`config.mk`:
```
export PLATFORM = sky130hd
export DESIGN_NAME = sha256_stream_hasher
export DESIGN_NICKNAME = d
export VERILOG_FILES = /design/src/rtl/sha_pkg.sv /design/src/rtl/sha_datapath.sv /design/src/rtl/sha_control.sv /design/src/rtl/sha256_stream_hasher.sv
export SDC_FILE = /design/constraint.sdc
export NUM_CORES = 2
export LEC_CHECK = 0
export BUFFER_PORTS_ARGS = -buffer_cell sky130_fd_sc_hd__buf_4
export CAP_MARGIN = 0
export CORE_ASPECT_RATIO = 2
export CORE_MARGIN = 1
export CORE_UTILIZATION = 58
export DETAILED_ROUTE_END_ITERATION = 8
export PLACE_DENSITY = 0.77
export RECOVER_POWER = 100
export SYNTH_ARGS = -nofsm -noshare
export SYNTH_HDL_FRONTEND = slang
export SYNTH_SLANG_ARGS = --single-unit
export TNS_END_PERCENT = 30
```
`constraint.sdc`:
```
create_clock -name aclk -period 19.41 [get_ports aclk]
set_input_delay 3.882 -clock aclk [delete_from_list [all_inputs] [get_ports aclk]]
set_output_delay 3.882 -clock aclk [all_outputs]
set_load 0.005 [all_outputs]
```
`src/rtl/sha_pkg.sv`:
```
`timescale 1ns / 1ps
package sha_pkg;

    typedef struct packed {
        logic [7:0] data_byte;
        logic       byte_present;
        logic       end_of_message;
    } in_item_t;

    typedef struct packed {
        logic [7:0] digest_byte;
        logic       digest_last;
    } out_item_t;

    // datapath commands
    typedef struct packed {
        logic       load_byte;   // write byte at fill pointer
        logic       pad_byte;    // write pad byte at pad pointer
        logic [7:0] pad_value;
        logic [5:0] pad_addr;
        logic       start;       // begin compression
        logic       init_words;  // load working vars from chain
        logic       round;       // one round
        logic       fold;        // add working vars into chain
        logic       reset_chain; // back to initial values
        logic       load_digest; // latch digest for emission
        logic       shift_digest;// next digest byte
    } dp_cmd_t;

    typedef struct packed {
        logic [5:0] round_idx;
    } dp_stat_t;

    localparam logic [31:0] IV [8] = '{
        32'h6a09e667, 32'hbb67ae85, 32'h3c6ef372, 32'ha54ff53a,
        32'h510e527f, 32'h9b05688c, 32'h1f83d9ab, 32'h5be0cd19
    };

    localparam logic [31:0] RC [64] = '{
        32'h428a2f98, 32'h71374491, 32'hb5c0fbcf, 32'he9b5dba5, 32'h3956c25b, 32'h59f111f1,
        32'h923f82a4, 32'hab1c5ed5, 32'hd807aa98, 32'h12835b01, 32'h243185be, 32'h550c7dc3,
        32'h72be5d74, 32'h80deb1fe, 32'h9bdc06a7, 32'hc19bf174, 32'he49b69c1, 32'hefbe4786,
        32'h0fc19dc6, 32'h240ca1cc, 32'h2de92c6f, 32'h4a7484aa, 32'h5cb0a9dc, 32'h76f988da,
        32'h983e5152, 32'ha831c66d, 32'hb00327c8, 32'hbf597fc7, 32'hc6e00bf3, 32'hd5a79147,
        32'h06ca6351, 32'h14292967, 32'h27b70a85, 32'h2e1b2138, 32'h4d2c6dfc, 32'h53380d13,
        32'h650a7354, 32'h766a0abb, 32'h81c2c92e, 32'h92722c85, 32'ha2bfe8a1, 32'ha81a664b,
        32'hc24b8b70, 32'hc76c51a3, 32'hd192e819, 32'hd6990624, 32'hf40e3585, 32'h106aa070,
        32'h19a4c116, 32'h1e376c08, 32'h2748774c, 32'h34b0bcb5, 32'h391c0cb3, 32'h4ed8aa4a,
        32'h5b9cca4f, 32'h682e6ff3, 32'h748f82ee, 32'h78a5636f, 32'h84c87814, 32'h8cc70208,
        32'h90befffa, 32'ha4506ceb, 32'hbef9a3f7, 32'hc67178f2
    };

    localparam logic [7:0] PAD_MARK = 8'h80;
    localparam int unsigned DIGEST_LEN = 32;

    function automatic logic [31:0] ror32(input logic [31:0] x, input int unsigned n);
        ror32 = (x >> n) | (x << (32 - n));
    endfunction

endpackage

```
`src/rtl/sha_datapath.sv`:
```
`timescale 1ns / 1ps
module sha_datapath (
    input  logic                 aclk,
    input  logic                 aresetn,
    input  logic [7:0]           data_byte,
    input  logic [5:0]           fill_addr,
    input  logic                 order,
    input  sha_pkg::dp_cmd_t     cmd,
    output sha_pkg::dp_stat_t    stat,
    output logic [7:0]           digest_byte
);

    logic [7:0]   block_mem [64];
    logic [31:0]  chain_reg [8];
    logic [31:0]  var_reg [8];
    logic [511:0] sched_reg;
    logic [5:0]   round_reg;
    logic [5:0]   load_idx_reg;
    logic         loading_reg;
    logic         shift_in_reg;
    logic [255:0] dig_reg;

    // block buffer: one write port, one registered read port
    always_ff @(posedge aclk) begin
        if (cmd.load_byte) begin
            block_mem[fill_addr] <= data_byte;
        end else if (cmd.pad_byte) begin
            block_mem[cmd.pad_addr] <= cmd.pad_value;
        end
    end

    // registered read of the byte at the loader address
    logic [7:0] rd_byte_reg;
    always_ff @(posedge aclk) begin
        rd_byte_reg <= block_mem[load_idx_reg];
    end

    // message schedule step
    logic [31:0] w0, w1, w9, w14, s0, s1, w_new;
    always_comb begin
        w0    = sched_reg[511:480];
        w1    = sched_reg[479:448];
        w9    = sched_reg[223:192];
        w14   = sched_reg[63:32];
        s0    = sha_pkg::ror32(w1, 7) ^ sha_pkg::ror32(w1, 18) ^ (w1 >> 3);
        s1    = sha_pkg::ror32(w14, 17) ^ sha_pkg::ror32(w14, 19) ^ (w14 >> 10);
        w_new = s1 + w9 + s0 + w0;
    end

    // round function
    logic [31:0] t1, t2, e, a;
    always_comb begin
        e  = var_reg[4];
        a  = var_reg[0];
        t1 = var_reg[7] + (sha_pkg::ror32(e, 6) ^ sha_pkg::ror32(e, 11) ^ sha_pkg::ror32(e, 25))
             + ((e & var_reg[5]) ^ (~e & var_reg[6])) + sha_pkg::RC[round_reg] + w0;
        t2 = (sha_pkg::ror32(a, 2) ^ sha_pkg::ror32(a, 13) ^ sha_pkg::ror32(a, 22))
             + ((a & var_reg[1]) ^ (a & var_reg[2]) ^ (var_reg[1] & var_reg[2]));
    end

    // byte loader: 64 reads, one per cycle, each shifted in on the cycle after its read
    always_ff @(posedge aclk) begin
        if (!aresetn) begin
            loading_reg  <= 1'b0;
            load_idx_reg <= '0;
            shift_in_reg <= 1'b0;
        end else begin
            shift_in_reg <= loading_reg;
            if (cmd.start) begin
                loading_reg  <= 1'b1;
                load_idx_reg <= '0;
            end else if (loading_reg) begin
                load_idx_reg <= load_idx_reg + 6'd1;
                if (load_idx_reg == 6'd63) begin
                    loading_reg <= 1'b0;
                end
            end
        end
    end

    // schedule register and working variables
    always_ff @(posedge aclk) begin
        if (shift_in_reg) begin
            sched_reg <= {sched_reg[503:0], rd_byte_reg};
        end else if (cmd.round) begin
            sched_reg <= {sched_reg[479:0], w_new};
        end
        if (!aresetn) begin
            round_reg <= '0;
        end else if (cmd.init_words) begin
            round_reg <= '0;
        end else if (cmd.round) begin
            round_reg <= round_reg + 6'd1;
        end
    end

    always_ff @(posedge aclk) begin
        if (!aresetn || cmd.reset_chain) begin
            for (int i = 0; i < 8; i++) chain_reg[i] <= sha_pkg::IV[i];
        end else if (cmd.fold) begin
            for (int i = 0; i < 8; i++) chain_reg[i] <= chain_reg[i] + var_reg[i];
        end
        if (cmd.init_words) begin
            for (int i = 0; i < 8; i++) var_reg[i] <= chain_reg[i];
        end else if (cmd.round) begin
            var_reg[7] <= var_reg[6];
            var_reg[6] <= var_reg[5];
            var_reg[5] <= var_reg[4];
            var_reg[4] <= var_reg[3] + t1;
            var_reg[3] <= var_reg[2];
            var_reg[2] <= var_reg[1];
            var_reg[1] <= var_reg[0];
            var_reg[0] <= t1 + t2;
        end
    end

    // digest shift register, byte-reversed when configured
    logic [255:0] dig_std, dig_rev;
    always_comb begin
        dig_std = {chain_reg[0], chain_reg[1], chain_reg[2], chain_reg[3],
                   chain_reg[4], chain_reg[5], chain_reg[6], chain_reg[7]};
        for (int i = 0; i < 32; i++) dig_rev[i*8 +: 8] = dig_std[(31-i)*8 +: 8];
    end

    always_ff @(posedge aclk) begin
        if (cmd.load_digest) begin
            dig_reg <= order ? dig_rev : dig_std;
        end else if (cmd.shift_digest) begin
            dig_reg <= {dig_reg[247:0], 8'h00};
        end
    end

    assign digest_byte = dig_reg[255:248];
    assign stat.round_idx = round_reg;

endmodule

```
`src/rtl/sha_control.sv`:
```
`timescale 1ns / 1ps
module sha_control (
    input  logic                 aclk,
    input  logic                 aresetn,
    input  logic                 s_valid,
    output logic                 s_ready,
    input  sha_pkg::in_item_t    s_item,
    output logic                 m_valid,
    input  logic                 m_ready,
    output logic                 m_last,
    output logic [5:0]           fill_addr,
    output sha_pkg::dp_cmd_t     cmd,
    input  sha_pkg::dp_stat_t    stat
);

    localparam logic [2:0] ST_IDLE  = 3'd0;
    localparam logic [2:0] ST_PAD   = 3'd1;
    localparam logic [2:0] ST_LOAD  = 3'd2;
    localparam logic [2:0] ST_ROUND = 3'd3;
    localparam logic [2:0] ST_FOLD  = 3'd4;
    localparam logic [2:0] ST_EMIT  = 3'd5;
    localparam logic [2:0] ST_DIG   = 3'd6;

    logic [2:0]  state_reg, state_next;
    logic [6:0]  fill_reg, fill_next;     // bit 6 set once the pad mark is written
    logic [63:0] bits_reg, bits_next;
    logic [63:0] total_reg, total_next;
    logic        final_reg, final_next;   // compression is part of finish
    logic        second_reg, second_next; // another pad block still to run
    logic [6:0]  cnt_reg, cnt_next;
    logic [5:0]  pad_ptr_reg, pad_ptr_next;

    logic acc;
    assign acc       = s_valid && s_ready;
    assign s_ready   = (state_reg == ST_IDLE);
    assign fill_addr = fill_reg[5:0];
    assign m_valid   = (state_reg == ST_EMIT);
    assign m_last    = (cnt_reg == 7'd31);

    // pad byte for the current pointer
    function automatic logic [7:0] len_byte(input logic [63:0] t, input logic [5:0] p);
        len_byte = t[(63 - p) * 8 +: 8];
    endfunction

    // sequencer
    always_comb begin
        state_next  = state_reg;
        fill_next   = fill_reg;
        bits_next   = bits_reg;
        total_next  = total_reg;
        final_next  = final_reg;
        second_next = second_reg;
        cnt_next    = cnt_reg;
        pad_ptr_next = pad_ptr_reg;
        cmd = '0;
        case (state_reg)
            ST_IDLE: begin
                if (acc) begin
                    if (s_item.byte_present) begin
                        cmd.load_byte = 1'b1;
                        fill_next = fill_reg + 7'd1;
                    end
                    if (s_item.byte_present && fill_reg == 7'd63) begin
                        // full block; a message ending here pads a fresh block after it
                        fill_next   = '0;
                        bits_next   = bits_reg + 64'd512;
                        total_next  = bits_reg + 64'd512;
                        final_next  = s_item.end_of_message;
                        second_next = s_item.end_of_message;
                        cmd.start   = 1'b1;
                        cnt_next    = '0;
                        state_next  = ST_LOAD;
                    end else if (s_item.end_of_message) begin
                        pad_ptr_next = fill_next[5:0];
                        total_next = bits_reg + {55'd0, fill_next[5:0], 3'd0};
                        state_next = ST_PAD;
                        second_next = (fill_next[5:0] >= 6'd56);
                    end
                end
            end
            ST_PAD: begin
                // write mark, zeros and length one byte a cycle
                cmd.pad_byte = 1'b1;
                cmd.pad_addr = pad_ptr_reg;
                if (pad_ptr_reg == fill_reg[5:0] && !fill_reg[6]) begin
                    cmd.pad_value = sha_pkg::PAD_MARK;
                end else if (pad_ptr_reg >= 6'd56 && !second_reg) begin
                    cmd.pad_value = len_byte(total_reg, pad_ptr_reg);
                end else begin
                    cmd.pad_value = 8'h00;
                end
                pad_ptr_next = pad_ptr_reg + 6'd1;
                if (pad_ptr_reg == 6'd63) begin
                    fill_next  = 7'd64;
                    cmd.start  = 1'b1;
                    cnt_next   = '0;
                    final_next = 1'b1;
                    state_next = ST_LOAD;
                end
            end
            ST_LOAD: begin
                // block bytes stream into the schedule
                cnt_next = cnt_reg + 7'd1;
                if (cnt_reg == 7'd66) begin
                    cmd.init_words = 1'b1;
                    state_next = ST_ROUND;
                end
            end
            ST_ROUND: begin
                cmd.round = 1'b1;
                if (stat.round_idx == 6'd63) begin
                    state_next = ST_FOLD;
                end
            end
            ST_FOLD: begin
                cmd.fold = 1'b1;
                state_next = ST_IDLE;
                if (final_reg) begin
                    if (second_reg) begin
                        second_next  = 1'b0;
                        pad_ptr_next = '0;
                        state_next   = ST_PAD;
                    end else begin
                        state_next = ST_DIG;
                    end
                end
            end
            ST_DIG: begin
                cmd.load_digest = 1'b1;
                cmd.reset_chain = 1'b1;
                cnt_next   = '0;
                fill_next  = '0;
                bits_next  = '0;
                final_next = 1'b0;
                state_next = ST_EMIT;
            end
            ST_EMIT: begin
                if (m_ready) begin
                    cmd.shift_digest = 1'b1;
                    cnt_next = cnt_reg + 7'd1;
                    if (cnt_reg == 7'd31) begin
                        state_next = ST_IDLE;
                    end
                end
            end
            default: state_next = ST_IDLE;
        endcase
    end

    always_ff @(posedge aclk) begin
        if (!aresetn) begin
            state_reg   <= ST_IDLE;
            fill_reg    <= '0;
            bits_reg    <= '0;
            total_reg   <= '0;
            final_reg   <= 1'b0;
            second_reg  <= 1'b0;
            cnt_reg     <= '0;
            pad_ptr_reg <= '0;
        end else begin
            state_reg   <= state_next;
            fill_reg    <= fill_next;
            bits_reg    <= bits_next;
            total_reg   <= total_next;
            final_reg   <= final_next;
            second_reg  <= second_next;
            cnt_reg     <= cnt_next;
            pad_ptr_reg <= pad_ptr_next;
        end
    end

endmodule

```
`src/rtl/sha256_stream_hasher.sv`:
```
`timescale 1ns / 1ps
// Byte-stream SHA-256 hasher. One item is taken per cycle while a block fills;
// a 64th byte starts a compression (stream the block buffer through its single
// registered read port into the schedule and load the working variables, then
// 64 rounds on one shared round unit, then one fold). End of message writes
// the pad bytes one a cycle from the fill point to the block end (all 64 for an
// extra block), runs one or two compressions (an extra pad block when the fill is
// 56 or more, or when the end comes with a 64th byte), latches the digest,
// then the 32 digest bytes leave one per cycle under m_ready. The order
// bit on the cfg port picks standard or fully byte-reversed digest order; write
// it only while the hasher is idle.
// No items are taken during compression, padding or emission.
module sha256_stream_hasher (
    input  logic                  aclk,
    input  logic                  aresetn,
    input  logic                  s_valid,
    output logic                  s_ready,
    input  sha_pkg::in_item_t     s_data,
    output logic                  m_valid,
    input  logic                  m_ready,
    output sha_pkg::out_item_t    m_data,
    input  logic                  cfg_valid,
    output logic                  cfg_ready,
    input  logic                  cfg_data
);

    sha_pkg::dp_cmd_t  cmd;
    sha_pkg::dp_stat_t stat;
    logic [5:0] fill_addr;
    logic       last;
    logic [7:0] dig_byte;
    logic       order_reg;

    // configuration register
    assign cfg_ready = 1'b1;
    always_ff @(posedge aclk) begin
        if (!aresetn) begin
            order_reg <= 1'b0;
        end else if (cfg_valid) begin
            order_reg <= cfg_data;
        end
    end

    sha_control u_ctrl (
        .aclk, .aresetn, .s_valid, .s_ready, .s_item(s_data), .m_valid, .m_ready,
        .m_last(last), .fill_addr, .cmd, .stat
    );

    sha_datapath u_dp (
        .aclk, .aresetn, .data_byte(s_data.data_byte), .fill_addr, .order(order_reg),
        .cmd, .stat, .digest_byte(dig_byte)
    );

    assign m_data = {dig_byte, last};

endmodule

```
==> out/qor.csv <==
metric;value;unit
Hold Violations, Final;0;
Final Slew Violations;3450;
Max stage delay on crit path;3.52;ns
worst-case clock skew;0.05943;ns
Worst Setup Path Type;register to register;
multi-input logic area;49240;µm²
WP buf/inv;4;
DR iter-0 viols;7840;
post-route setup TNS;0;ns
input/output buffers;26;
drt pass-1 iters;6;
wire per inst;32.22;µm
Setup Buffers After CTS;0;
layout filler cell count;14537;
# DRC;0;
syn avg cell area;11.77;µm²
Placer Congestion;1.026;
main area contributors after synthesis;edfxtp_1, mux2_2, nand2_1;
combinational share of power;53.3;%
EDFF count, synth;1792;
max frequency;71.82;MHz
Rel. slew slack;-517.0;%
library cells used by synthesis;93;
Startpoint Class;register;
antenna viol nets, final;0;
Pleak;41.36;nW
CP cell instances;nor2b_1 > nand2_1 > clkbuf_1 > clkbuf_1 > clkbuf_1 > clkbuf_1 > o21ai_0;
worst skew pair latency;0.88;ns
final setup fails;0;
vias in the first global route;75997;
Switch Pwr;8.670;mW
hold_ws;0.4841;ns
height of the die;615.7;µm
Max VDD drop;258.2;µV
Critical Path Most Common Cell;clkbuf_1;
post-DP HPWL;278900;µm
initial antenna violation count;10;
FF/Latch Area;57110;µm²
clock sink count;1956;
top-count cell post-synth;edfxtp_1;
Clock Tree Buf Depth;4;
adder-cell share of the synthesized area;8.345;%
CTS tree;yes;
routed vias/inst;6.524;
Hold Crit Class;register to register;
clock network fraction of total power;18.7;%
TritonCTS Buffers;180;
main combinational cell family by area after synthesis;multiplexers;
max cap viols;54;
GRT overflow;0;
Mapped Area;109200;µm²
Yosys top cell area share;49.27;%
fraction of layout cells with a size suffix above 1;11.94;%
drt total wl;378000;µm
Seq/Total Area, Yosys;52.28;%
Worst-Margin Slew;9.255;ns
Internal Dissipation;10.96;mW
CTS clk-pin slew, worst paths;0.07;ns
most frequent cells after synthesis;edfxtp_1, nand2_1, o21ai_0;
Initial Util;58.51;%
post-synthesis compound-gate area fraction;9.958;%
CP arrival;14.33;ns
mux cell area share after synthesis;11.70;%
Post-Synth Simple-Gate Area;9.931;%
CTS resizes;0;
GRT Overall Usage;39.80;%
Core ar.;186700;µm²
Yosys warning total;0;
failing checks;capacitance limit, slew limit;
#FFs+latches synth;1956;
Area Overhead vs Synth;7.424;%
nets;9716;
Worst path top cell family by delay;buffers and inverters;
status;finished with violations;
area leader, netlist;edfxtp_1;
syn nets;9887;
share of flip-flops with an asynchronous set or reset;0;%
Synth Flop Type;edfxtp_1;
hold buffers post-CTS;0;
crit path time final;13.92;ns
first-pass GRT wire length;535800;µm
Tcrit/Tclk final;71.74;%
RSZ-0062 raised after global routing;no;
Die Span X;308.8;µm
CP max FO;108;
CP Capture Type;register;
sequential power share;28.0;%
Synth Area in XOR/XNOR;5.041;%
Root Buffer;clkbuf_16;
io pins;28;
worst endpoint required time;19.81;ns
largest net degree at the start of global routing;190;
H-Tree Depth;4;
post-synthesis instance total;9278;
Sw Share;44.17;%
P per Cell Area;167.3;nW/µm²
Rows;224;
vias;76530;
Slowest-stage cell, CP;clkbuf_1;
full die area;190100;µm²
logic make-up (layout without fill, tap and decap cells):
logic type | count (synthesis) | count (layout)
adder cells (fa/ha/maj) | 616 | 616
other | 2 | 9
flip-flops | 1956 | 1956
AND/OR/NAND/NOR | 2520 | 2520
buffers and inverters | 787 | 747
XOR/XNOR | 627 | 627
AO/OA/AOI/OAI | 1792 | 1792
multiplexers | 978 | 978
layout by cell type, fill, tap and decap left out, drive strengths merged, types with 186 or more instances in the layout:
master,Yosys,layout
o21ai,666,666
nand2,1367,1367
fa,195,195
ha,398,398
a21o,186,186
mux2,506,506
xor2,231,231
inv,281,288
clkbuf,438,298
edfxtp,1792,1792
mux2i,284,284
a21oi,432,432
nor2,539,539
xnor2,395,395
mux4,188,188
layout make-up:
cell class / instances / share of cell area (%)
Antenna cell: 7 / 0.01493
Clock buffer: 228 / 4.200
Clock inverter: 85 / 0.8009
Inverter: 284 / 0.9097
Multi-Input combinational cell: 6535 / 41.97
Sequential cell: 1956 / 48.68
Tap cell: 2486 / 2.651
Timing Repair Buffer: 150 / 0.7785
worst paths after layout:
check | from | endpoint | slack [ns] | cells past startpoint
worst max-delay path | u_ctrl.state_reg[2]$_SDFFE_PN0P_ | u_dp.dig_reg[178]$_DFFE_PP_ | 5.49 | 7
worst min-delay path | u_ctrl.total_reg[3]$_SDFFE_PN0P_ | u_ctrl.total_reg[3]$_SDFFE_PN0P_ | 0.48 | 2
worst max register to register | u_ctrl.state_reg[2]$_SDFFE_PN0P_ | u_dp.dig_reg[178]$_DFFE_PP_ | 5.49 | 7
worst min register to register | u_ctrl.total_reg[3]$_SDFFE_PN0P_ | u_ctrl.total_reg[3]$_SDFFE_PN0P_ | 0.48 | 2
metrics by stage:
step / setup slack, ns / power, mW / instance area [µm²] / util, % / std cells
CTS: 8.504 / 19.34 / 117600 / 63.02 / 11723
global placement: 8.408 / 15.60 / 111800 / 59.88 / 11410
floorplan: 5.138 / 12.31 / 109200 / - / 9278
finish: 5.486 / 19.63 / 117300 / 62.85 / 11731
detailed placement: 8.583 / 15.65 / 111800 / 59.88 / 11410
global route: 4.557 / 20.57 / 117300 / 62.85 / 11725
routing by layer:
| layer | GRT usage, % | vias up | wire, µm |
|---|---|---|---|
| met5 | 0 | - | 34 |
| met1 | 42.47 | 37937 | 122500 |
| met2 | 65.51 | 3760 | 182000 |
| met4 | 39.91 | 6 | 47710 |
| met3 | 6.472 | 1311 | 25710 |
| li1 | - | 33516 | - |
worst reg2reg max path, cell delays in order, from the launching register on:
cell	delay [ns]
dfxtp_1	0.58
nor2b_1	0.33
nand2_1	0.66
clkbuf_1	2.24
clkbuf_1	2.29
clkbuf_1	3.57
clkbuf_1	2.99
o21ai_0	0.79
power by group through the flow:
stage,Clock (mW),Sequential [mW],Combinational [mW]
finish,3.67,5.50,10.5
global placement,0,5.53,10.1
detailed placement,0,5.54,10.1
floorplan,0,5.38,6.93
global route,3.82,5.50,11.3
CTS,3.68,5.45,10.2
No activity file was read; power rests on OpenSTA's default activity.
